**src/rtl/assert_macros.svh**
```systemverilog
// Assertion macros shared by the controller RTL.
`ifndef ASSERT_MACROS_SVH
`define ASSERT_MACROS_SVH

// Checked only while the block is out of reset.
`define ASSERT_CLK(lbl, prop, msg) \
  lbl: assert property (@(posedge clk) disable iff (!rst_n) (prop)) else $error(msg);

// Checked at every edge, reset included.
`define ASSERT_ALWAYS(lbl, prop, msg) \
  lbl: assert property (@(posedge clk) (prop)) else $error(msg);

`endif

```
**src/rtl/cadc_pkg.sv**
```systemverilog
// Shared types and constants of the catapult and drive controller.
package cadc_pkg;

  localparam int DRIVE_W    = 8;
  localparam int TIMER_W    = 16;
  localparam int LEVEL_W    = 7;
  localparam int IN_DATA_W  = 40;
  localparam int OUT_DATA_W = 40;
  localparam int CFG_IDX_W  = 3;
  localparam int CFG_DATA_W = 16;

  localparam logic signed [DRIVE_W-1:0] FULL_DRIVE = DRIVE_W'(127);
  localparam logic signed [DRIVE_W-1:0] NEG_DRIVE  = -DRIVE_W'(127);
  localparam logic signed [DRIVE_W-1:0] ZERO_DRIVE = '0;

  // Catapult mode codes.
  localparam logic [1:0] MODE_MOVING = 2'd0;
  localparam logic [1:0] MODE_HALTED = 2'd1;
  localparam logic [1:0] MODE_READY  = 2'd2;
  localparam logic [1:0] MODE_FIRING = 2'd3;

  // Configuration register indexes.
  localparam logic [CFG_IDX_W-1:0] REG_DEADBAND     = 3'd0;
  localparam logic [CFG_IDX_W-1:0] REG_TURN_LEVEL   = 3'd1;
  localparam logic [CFG_IDX_W-1:0] REG_DRIVE_LIMIT  = 3'd2;
  localparam logic [CFG_IDX_W-1:0] REG_SETTLE_TIME  = 3'd3;
  localparam logic [CFG_IDX_W-1:0] REG_FIRE_TIMEOUT = 3'd4;

  typedef struct packed {
    logic       cat_up;
    logic       cat_down;
    logic       cat_reset;
    logic       hang_up;
    logic       hang_down;
    logic       cat_limit;
    logic       upper_limit;
    logic [7:0] elapsed_ms;
  } cadc_cmd_t;

  typedef struct packed {
    logic [LEVEL_W-1:0] stick_deadband;
    logic [LEVEL_W-1:0] turn_drive_level;
    logic [LEVEL_W-1:0] drive_limit;
    logic [TIMER_W-1:0] settle_time_ms;
    logic [TIMER_W-1:0] fire_timeout_ms;
  } cadc_cfg_t;

endpackage

```
**src/rtl/cadc_drive_mix.sv**
```systemverilog
// Drive mixing: deadband, arcade mix, clamp, slow halving and button turns.
module cadc_drive_mix
  import cadc_pkg::*;
(
  input  logic signed [7:0]         forward_axis,
  input  logic signed [7:0]         turn_axis,
  input  logic                      turn_right_button,
  input  logic                      turn_left_button,
  input  logic                      slow_button,
  input  cadc_cfg_t                 cfg,
  output logic signed [DRIVE_W-1:0] left_drive,
  output logic signed [DRIVE_W-1:0] right_drive
);

  logic signed [8:0]  fwd_ext, turn_ext, fwd_mag, turn_mag, fwd_sh, turn_sh;
  logic signed [9:0]  sum_l, sum_r, lim10, clamp_l, clamp_r, half_l, half_r;
  logic signed [DRIVE_W-1:0] turn_lvl;

  assign fwd_ext  = 9'(forward_axis);
  assign turn_ext = 9'(turn_axis);
  assign fwd_mag  = fwd_ext[8] ? -fwd_ext : fwd_ext;
  assign turn_mag = turn_ext[8] ? -turn_ext : turn_ext;

  // Sticks are wired inverted, so a live axis is negated.
  assign fwd_sh  = (fwd_mag < signed'({2'b00, cfg.stick_deadband})) ? '0 : -fwd_ext;
  assign turn_sh = (turn_mag < signed'({2'b00, cfg.stick_deadband})) ? '0 : -turn_ext;

  assign sum_l = 10'(fwd_sh) + 10'(turn_sh);
  assign sum_r = 10'(fwd_sh) - 10'(turn_sh);
  assign lim10 = signed'({3'b000, cfg.drive_limit});

  always_comb begin
    clamp_l = sum_l;
    if (sum_l > lim10) clamp_l = lim10;
    else if (sum_l < -lim10) clamp_l = -lim10;
    clamp_r = sum_r;
    if (sum_r > lim10) clamp_r = lim10;
    else if (sum_r < -lim10) clamp_r = -lim10;
  end

  // Halving rounds toward zero: bias negative values by one before the shift.
  assign half_l = slow_button ? ((clamp_l + signed'(10'(clamp_l[9]))) >>> 1) : clamp_l;
  assign half_r = slow_button ? ((clamp_r + signed'(10'(clamp_r[9]))) >>> 1) : clamp_r;

  assign turn_lvl = signed'({1'b0, cfg.turn_drive_level});

  always_comb begin
    if (turn_left_button) begin
      left_drive  = -turn_lvl;
      right_drive = turn_lvl;
    end else if (turn_right_button) begin
      left_drive  = turn_lvl;
      right_drive = -turn_lvl;
    end else begin
      left_drive  = half_l[DRIVE_W-1:0];
      right_drive = half_r[DRIVE_W-1:0];
    end
  end

endmodule

```
**src/rtl/cadc_cat_fsm.sv**
```systemverilog
// Catapult mode machine with settle and fire timers, plus held hang drive.
module cadc_cat_fsm
  import cadc_pkg::*;
(
  input  logic                      clk,
  input  logic                      rst_n,
  input  logic                      adv,
  input  cadc_cmd_t                 cmd,
  input  cadc_cfg_t                 cfg,
  output logic signed [DRIVE_W-1:0] cat_drive_nxt,
  output logic signed [DRIVE_W-1:0] hang_drive_nxt,
  output logic [1:0]                mode_nxt
);

  logic [1:0]                mode_r;
  logic [TIMER_W-1:0]        settle_timer_r, settle_timer_nxt;
  logic [TIMER_W-1:0]        fire_timer_r, fire_timer_nxt;
  logic signed [DRIVE_W-1:0] cat_drive_r, hang_drive_r;
  logic [TIMER_W:0]          settle_sum, fire_sum;
  logic [TIMER_W-1:0]        settle_sat, fire_sat;

  assign settle_sum = {1'b0, settle_timer_r} + (TIMER_W+1)'(cmd.elapsed_ms);
  assign fire_sum   = {1'b0, fire_timer_r} + (TIMER_W+1)'(cmd.elapsed_ms);
  assign settle_sat = settle_sum[TIMER_W] ? '1 : settle_sum[TIMER_W-1:0];
  assign fire_sat   = fire_sum[TIMER_W] ? '1 : fire_sum[TIMER_W-1:0];

  always_comb begin
    mode_nxt         = mode_r;
    settle_timer_nxt = settle_timer_r;
    fire_timer_nxt   = fire_timer_r;
    cat_drive_nxt    = cat_drive_r;
    if (mode_r == MODE_FIRING) begin
      fire_timer_nxt = fire_sat;
      if (!cmd.cat_limit || fire_sat > cfg.fire_timeout_ms) begin
        cat_drive_nxt = ZERO_DRIVE;
        mode_nxt      = cmd.cat_limit ? MODE_READY : MODE_MOVING;
      end
    end else begin
      if (cmd.cat_reset && !cmd.cat_limit) cat_drive_nxt = FULL_DRIVE;
      unique case (mode_r)
        MODE_MOVING: begin
          if (cmd.cat_down) cat_drive_nxt = FULL_DRIVE;
          else if (cmd.cat_up) begin
            if (!cmd.upper_limit) cat_drive_nxt = NEG_DRIVE;
          end else cat_drive_nxt = ZERO_DRIVE;
          if (cmd.cat_limit) begin
            cat_drive_nxt    = ZERO_DRIVE;
            mode_nxt         = MODE_HALTED;
            settle_timer_nxt = '0;
          end
        end
        MODE_HALTED: begin
          settle_timer_nxt = settle_sat;
          if (!cmd.cat_down) begin
            if (settle_sat > cfg.settle_time_ms) mode_nxt = MODE_READY;
          end else if (cmd.cat_up) begin
            if (!cmd.upper_limit) cat_drive_nxt = NEG_DRIVE;
          end else cat_drive_nxt = ZERO_DRIVE;
          if (!cmd.cat_limit) mode_nxt = MODE_MOVING;
        end
        default: begin
          // Ready: a down press starts a shot when the catapult sits on its switch.
          if (cmd.cat_down) begin
            fire_timer_nxt = '0;
            if (cmd.cat_limit) begin
              cat_drive_nxt = FULL_DRIVE;
              mode_nxt      = MODE_FIRING;
            end else cat_drive_nxt = ZERO_DRIVE;
          end else if (cmd.cat_up) begin
            if (!cmd.upper_limit) cat_drive_nxt = NEG_DRIVE;
          end else cat_drive_nxt = ZERO_DRIVE;
          if (!cmd.cat_limit) mode_nxt = MODE_MOVING;
        end
      endcase
    end
  end

  always_comb begin
    hang_drive_nxt = hang_drive_r;
    if (cmd.hang_up && !cmd.hang_down) hang_drive_nxt = FULL_DRIVE;
    else if (cmd.hang_down && !cmd.hang_up) hang_drive_nxt = NEG_DRIVE;
    else if (!cmd.hang_down && !cmd.hang_up) hang_drive_nxt = ZERO_DRIVE;
  end

  always_ff @(posedge clk) begin
    if (!rst_n) begin
      mode_r         <= MODE_MOVING;
      settle_timer_r <= '0;
      fire_timer_r   <= '0;
      cat_drive_r    <= ZERO_DRIVE;
      hang_drive_r   <= ZERO_DRIVE;
    end else if (adv) begin
      mode_r         <= mode_nxt;
      settle_timer_r <= settle_timer_nxt;
      fire_timer_r   <= fire_timer_nxt;
      cat_drive_r    <= cat_drive_nxt;
      hang_drive_r   <= hang_drive_nxt;
    end
  end

endmodule

```
**src/rtl/catapult_and_drive_controller_core.sv**
```systemverilog
// Top level of the catapult and drive controller.
// Usage:
//   One input word on the in_ stream is one control period: stick axes,
//   buttons, limit switches and elapsed milliseconds. Each word yields exactly
//   one output word on the out_ stream with left, right, catapult and hang
//   drive and the catapult mode.
//   An accepted word is held in the input register and then computed into the
//   output register, which drives out_tvalid. One word is accepted per cycle
//   while out_tready stays high. When the receiver stalls, the result is held
//   in the output register and one more word waits in the input register;
//   in_tready then drops. The cfg_ port writes the five tuning registers and
//   is always ready; write it only while no word is in flight.
//   Reset (rst_n low, synchronous) empties both registers, sets the mode to
//   moving, clears timers and held drives, and restores the register
//   defaults: deadband 25, turn level 32, drive limit 96, settle 150 ms,
//   fire timeout 50 ms.
`include "assert_macros.svh"

module catapult_and_drive_controller_core
  import cadc_pkg::*;
(
  input  logic                  clk,
  input  logic                  rst_n,
  input  logic                  in_tvalid,
  output logic                  in_tready,
  // forward_axis[7:0], turn_axis[15:8], cat_up_button[16], cat_down_button[17],
  // cat_reset_button[18], hang_up_button[19], hang_down_button[20],
  // turn_right_button[21], turn_left_button[22], slow_button[23],
  // limit_switches[25:24], elapsed_ms[33:26], zeros above
  input  logic [IN_DATA_W-1:0]  in_tdata,
  output logic                  out_tvalid,
  input  logic                  out_tready,
  // left_drive[7:0], right_drive[15:8], catapult_drive[23:16], hang_drive[31:24],
  // catapult_mode[33:32], zeros above
  output logic [OUT_DATA_W-1:0] out_tdata,
  input  logic                  cfg_valid,
  output logic                  cfg_ready,
  input  logic [CFG_IDX_W-1:0]  cfg_index,
  input  logic [CFG_DATA_W-1:0] cfg_data
);

  logic                      in_valid_r, out_valid_r, adv;
  logic [33:0]               in_data_r;
  logic [33:0]               out_data_r;
  cadc_cfg_t                 cfg_r;
  cadc_cmd_t                 cmd;
  logic signed [DRIVE_W-1:0] left_drive, right_drive, cat_drive, hang_drive;
  logic [1:0]                mode;

  // The stage moves when there is a word and the output register is free.
  assign adv       = in_valid_r && (!out_valid_r || out_tready);
  assign in_tready = !in_valid_r || adv;
  assign cfg_ready = 1'b1;

  always_ff @(posedge clk) begin
    if (!rst_n) begin
      in_valid_r  <= 1'b0;
      out_valid_r <= 1'b0;
    end else begin
      if (in_tready) in_valid_r <= in_tvalid;
      if (adv) out_valid_r <= 1'b1;
      else if (out_tready) out_valid_r <= 1'b0;
    end
  end

  always_ff @(posedge clk) begin
    if (in_tvalid && in_tready) in_data_r <= in_tdata[33:0];
    if (adv) out_data_r <= {mode, hang_drive, cat_drive, right_drive, left_drive};
  end

  always_ff @(posedge clk) begin
    if (!rst_n) begin
      cfg_r.stick_deadband   <= LEVEL_W'(25);
      cfg_r.turn_drive_level <= LEVEL_W'(32);
      cfg_r.drive_limit      <= LEVEL_W'(96);
      cfg_r.settle_time_ms   <= TIMER_W'(150);
      cfg_r.fire_timeout_ms  <= TIMER_W'(50);
    end else if (cfg_valid) begin
      unique case (cfg_index)
        REG_DEADBAND:     cfg_r.stick_deadband   <= cfg_data[LEVEL_W-1:0];
        REG_TURN_LEVEL:   cfg_r.turn_drive_level <= cfg_data[LEVEL_W-1:0];
        REG_DRIVE_LIMIT:  cfg_r.drive_limit      <= cfg_data[LEVEL_W-1:0];
        REG_SETTLE_TIME:  cfg_r.settle_time_ms   <= cfg_data[TIMER_W-1:0];
        REG_FIRE_TIMEOUT: cfg_r.fire_timeout_ms  <= cfg_data[TIMER_W-1:0];
        default: ;
      endcase
    end
  end

  assign cmd.cat_up      = in_data_r[16];
  assign cmd.cat_down    = in_data_r[17];
  assign cmd.cat_reset   = in_data_r[18];
  assign cmd.hang_up     = in_data_r[19];
  assign cmd.hang_down   = in_data_r[20];
  assign cmd.cat_limit   = in_data_r[24];
  assign cmd.upper_limit = in_data_r[25];
  assign cmd.elapsed_ms  = in_data_r[33:26];

  cadc_cat_fsm u_cat_fsm (
    .clk            (clk),
    .rst_n          (rst_n),
    .adv            (adv),
    .cmd            (cmd),
    .cfg            (cfg_r),
    .cat_drive_nxt  (cat_drive),
    .hang_drive_nxt (hang_drive),
    .mode_nxt       (mode)
  );

  cadc_drive_mix u_drive_mix (
    .forward_axis      (in_data_r[7:0]),
    .turn_axis         (in_data_r[15:8]),
    .turn_right_button (in_data_r[21]),
    .turn_left_button  (in_data_r[22]),
    .slow_button       (in_data_r[23]),
    .cfg               (cfg_r),
    .left_drive        (left_drive),
    .right_drive       (right_drive)
  );

  assign out_tvalid = out_valid_r;
  assign out_tdata  = {{(OUT_DATA_W-34){1'b0}}, out_data_r};

  `ASSERT_ALWAYS(a_reset_empties, !rst_n |=> !out_tvalid, "output valid after reset")
  `ASSERT_CLK(a_adv_fills, adv |=> out_tvalid, "computed word not presented")
  `ASSERT_CLK(a_fire_drive,
              out_tvalid && out_tdata[33:32] == MODE_FIRING |-> out_tdata[23:16] == FULL_DRIVE,
              "firing mode without full catapult drive")
  `ASSERT_CLK(a_drive_range,
              out_tvalid |-> out_tdata[7:0] != 8'h80 && out_tdata[15:8] != 8'h80,
              "drive outside symmetric range")

endmodule

```
**config.mk**
```make
export PLATFORM = sky130hd
export DESIGN_NAME = catapult_and_drive_controller_core
export DESIGN_NICKNAME = d
export VERILOG_FILES = /design/src/rtl/cadc_pkg.sv /design/src/rtl/cadc_drive_mix.sv /design/src/rtl/cadc_cat_fsm.sv /design/src/rtl/catapult_and_drive_controller_core.sv
export VERILOG_INCLUDE_DIRS = /design/src /design/src/rtl
export SDC_FILE = /design/constraint.sdc
export NUM_CORES = 1
export LEC_CHECK = 0
export BUFFER_PORTS_ARGS = -buffer_cell sky130_fd_sc_hd__buf_2
export CORE_MARGIN = 2
export CORE_UTILIZATION = 45
export CTS_CLUSTER_DIAMETER = 60
export DETAILED_ROUTE_END_ITERATION = 8
export GPL_TIMING_DRIVEN = 0
export PLACE_DENSITY = 0.65
export SLEW_MARGIN = 0
export SYNTH_ARGS = -nofsm -noshare
export SYNTH_HDL_FRONTEND = slang
export SYNTH_SLANG_ARGS = --single-unit
```
**constraint.sdc**
```tcl
create_clock -name clk -period 14.01 [get_ports clk]
set_clock_uncertainty 0.05 [all_clocks]
set_input_delay 0 -clock clk [delete_from_list [all_inputs] [get_ports clk]]
set_output_delay 0 -clock clk [all_outputs]
set_load 0.02 [all_outputs]
```
==> summary.md <==
| Metric | Value |
|---|---|
| Vias per inst | `5.56` |
| Outcome | `complete, no violations` |
| RSZ-0062 raised after global routing | `false` |
| R2r endpoint | `out_data_r[7]` |
| Pin count of the biggest net entering global routing | `38` |
| Cells after DPL | `1952` |
| Drt pass-1 iters | `7` |
| Core ar. | `~27000 µm²` |
| Clk sinks | `about 170` |
| DR vias | `around 11000` |
| Iter 0 DRT Violations | `just under 800` |
| Max Fclk | `0.125 GHz` |
| Gr ovfl total | `0` |
| DR WL/cell | `16.8 µm` |
| Crit. End Element | `flop` |
| Synth Warn # | `0` |
| FFs w/ async S/R, synth | `0%` |
| Core Rows | `60` |
| Max-cap violations | `0` |
| Post-route ant nets | `0` |
| Number of synthesized flops with an enable pin | `68` |
| VDD IR max | `approximately 0.060 mV` |
| Reg clk slew, reported paths | `80 ps` |
| Final std cells w/o fill | `between 2000 and 2500` |
| Crit path max fanout | `10` |
| Final setup viols | `0` |
| Switching share of power | `38.1%` |
| Area of the mapped netlist | `12400 µm²` |
| Max incr delay on CP | `slightly above 500 ps` |
| Vias in the first global route | `about 11000` |
| Initial Util | `46.0%` |
| Max Transition Viols Final | `0` |
| P_leak | `0.00602 µW` |
| Worst-case reg-to-reg path depth | `38` |
| Final Hold Viols | `0` |
| Tmin final | `7970 ps` |
| Critical path class | `reg2reg` |
| CTS resizes | `0` |
| # Post-CTS Setup Buffers | `0` |
| Clock Power Share | `between 20% and 30%` |
| Rel. slew slack | `37.1%` |
| First-pass GRT wire length | `54.2 mm` |
| Clk buf depth | `2` |
| Die ar. | `29000 µm²` |
| Cell area after layout | `14600 µm²` |
| Setup TNS | `0 ps` |
| Seq cells post-synth | `around 170` |
| PnR worst setup slack | `6040 ps` |
| Final RePlAce weighted congestion | `0.931` |
| Gr usage total | `a little under a quarter` |
| Number of nets in the layout | `1876` |
| Synth top area share | `16.9%` |
| Layout cells sized above 1 | `10.7%` |
| Yosys top cell by area | `dfxtp_1` |
| PortBufs | `92` |
| ANT cells | `0` |
| Dominant synthesized flop cell | `dfxtp_1` |
| Dpl ws | `6130 ps` |
| Fill count | `about 2500` |
| Mapped Cells | `between 1500 and 2000` |
| Die X | `approximately 170 µm` |
| Worst R2R Start | `in_data_r[0]` |
| NetSw | `around 630 µW` |
| Part of the cycle the worst path needs | `between 50% and 60%` |
| CP arrival | `8110 ps` |
| Critical path startpoint | `in_data_r[0]` |
| Worst hold path class | `in2reg` |
| Top Ports | `107` |
| DRC Markers | `0` |
| CTS Root Cell | `clkbuf_16` |
| CP max stage cell | `or4_4` |
| H-tree depth | `4` |
| Area delta synth->final | `16.9%` |
| CP endpoint | `out_data_r[7]` |
| HPWL Detailed | `roughly 26 mm` |
| CTS tree | `built` |
| Die height | `about 170 µm` |
| Syn_area_per_cell | `8.23 µm²` |
| Synth unique cells | `88` |
| Worst-Skew Late Latency | `440 ps` |
| Detailed Route WL | `around 34 mm` |
| TritonCTS buffer count | `17` |
| Area contributors post-synth | `dfxtp_1 17%, edfxtp_1 16%, ha_1 12%, nand2_1 6.9%, a21boi_0 4.0%` |
| Setup crit start kind | `flop` |
| Seq/Total Area, Yosys | `33.3%` |
| Int Power | `1030 µW` |
| Power Dens Cells | `roughly 110 nW/µm²` |
| Worst slew pin tran | `between 900 and 1000 ps` |
| Sequential share of power | `33.5%` |
| Initial antenna violation count | `0` |
| CTS Hold Bufs | `58` |
| Logic pwr share | `between 30% and 40%` |
| Total chip power | `1660 µW` |
| R2R Setup Slk | `between 6000 and 7000 ps` |
| Required @ worst endpoint | `about 14000 ps` |
| Placed instance area | `13400 µm²` |
-- cells in the mapped netlist, drive strengths merged (6+ instances only) --
library cell / count
a211oi: 11
a21boi: 67
a21o: 26
a21oi: 88
a22oi: 11
a31oi: 12
a32o: 10
and2: 14
and3: 17
buf: 21
clkbuf: 48
dfxtp: 105
edfxtp: 68
ha: 120
inv: 104
mux2i: 13
nand2: 231
nand2b: 21
nand3: 38
nand4: 14
nor2: 127
nor2b: 33
nor3: 28
o211ai: 22
o21a: 6
o21ai: 77
o22ai: 6
or2: 16
or3: 20
xnor2: 47
xor2: 10
-- worst max-delay path, delay by kind of cell (launching register included) --
family / cells / cell delay (ps)
adder cells (fa/ha/maj): 6 / 1530
AO/OA/AOI/OAI: 14 / 2240
buffers and inverters: 4 / 940
flip-flops: 1 / 380
AND/OR/NAND/NOR: 14 / 2580
-- per-stage QoR --
stage	util, %	hold WS (ps)
2_1_floorplan	-	48.9
3_3_place_gp	49.4	126
3_5_place_dp	49.6	128
5_1_grt	53.8	212
6_report	53.8	220
4_1_cts	53.8	208
-- worst min path at each step --
stage,from,endpoint,slack [ps],depth (start not counted)
floorplan,in_tdata[0],in_data_r[0],50,0
global placement,in_tdata[26],in_data_r[26],130,1
detailed placement,in_tdata[26],in_data_r[26],130,1
CTS,in_tdata[30],in_data_r[30],210,2
global route,in_tdata[33],in_data_r[33],210,2
finish,in_tdata[30],in_data_r[30],220,2
-- cell families (layout without fill, tap and decap cells) --
kind of cell,count (synthesis),after routing,share of synthesized area [%]
compound gates,393,393,21.6
fa+ha+maj,124,124,12.7
mux,13,13,1.05
buf+inv,173,357,5.70
simple gates,577,577,21.5
flops,173,173,33.3
xor+xnor,57,57,4.01
other cells,2,7,0.0603
-- power by group through the flow --
stage / logic, µW / registers, µW / clock network, µW
floorplan: 455 / 574 / 0
global placement: 600 / 569 / 0
detailed placement: 615 / 569 / 0
CTS: 630 / 557 / 475
global route: 709 / 560 / 493
finish: 639 / 557 / 467
-- layout make-up --
cell class	count	area, µm²	share of cell area, %
plain buffers	69	320	2.20
clock buffers	17	425	2.92
clock inverters	15	146	1.01
inverters	104	390	2.68
multi-input cells	1171	7610	52.3
flip-flops and latches	173	4140	28.5
well taps	341	427	2.93
repair buffers	152	1090	7.48
-- routing by layer --
layer | track usage (%) | part of all wire (%) | up-vias
met1 | 31.4 | 45 | 5282
met2 | 39.9 | 47 | 327
met4 | 8.03 | 2.7 | 0
met3 | 3.28 | 5.2 | 61
met5 | 0 | 0 | -
li1 | - | - | 5686
-- flip-flops by register name, indices dropped and copies added, names as in the netlist --
name / flops
out_tvalid: 1
u_cat_fsm.cat_drive_r: 8
u_cat_fsm.hang_drive_r: 8
in_valid_r: 1
u_cat_fsm.fire_timer_r: 16
u_cat_fsm.mode_r: 2
in_data_r: 34
out_data_r: 34
cfg_r: 53
u_cat_fsm.settle_timer_r: 16
-- cell usage in the layout (no fill, tap or decap), types with 13 or more instances in the layout --
| master | count |
|---|---|
| dlygate4sd3_1 | 58 |
| clkbuf_16 | 17 |
| xnor2_1 | 47 |
| a21boi_0 | 67 |
| dfxtp_1 | 105 |
| or2_2 | 16 |
| o21ai_0 | 74 |
| a21o_1 | 26 |
| and3_1 | 16 |
| clkbuf_1 | 46 |
| or3_1 | 20 |
| nand2b_1 | 21 |
| nand4_1 | 14 |
| nor2b_1 | 33 |
| nand3_1 | 38 |
| inv_1 | 104 |
| ha_1 | 120 |
| mux2i_1 | 13 |
| a21oi_1 | 86 |
| edfxtp_1 | 68 |
| nor2_1 | 126 |
| nand2_1 | 230 |
| nor3_1 | 28 |
| buf_2 | 98 |
| o211ai_1 | 21 |
Power figures use the tool's default switching activity.
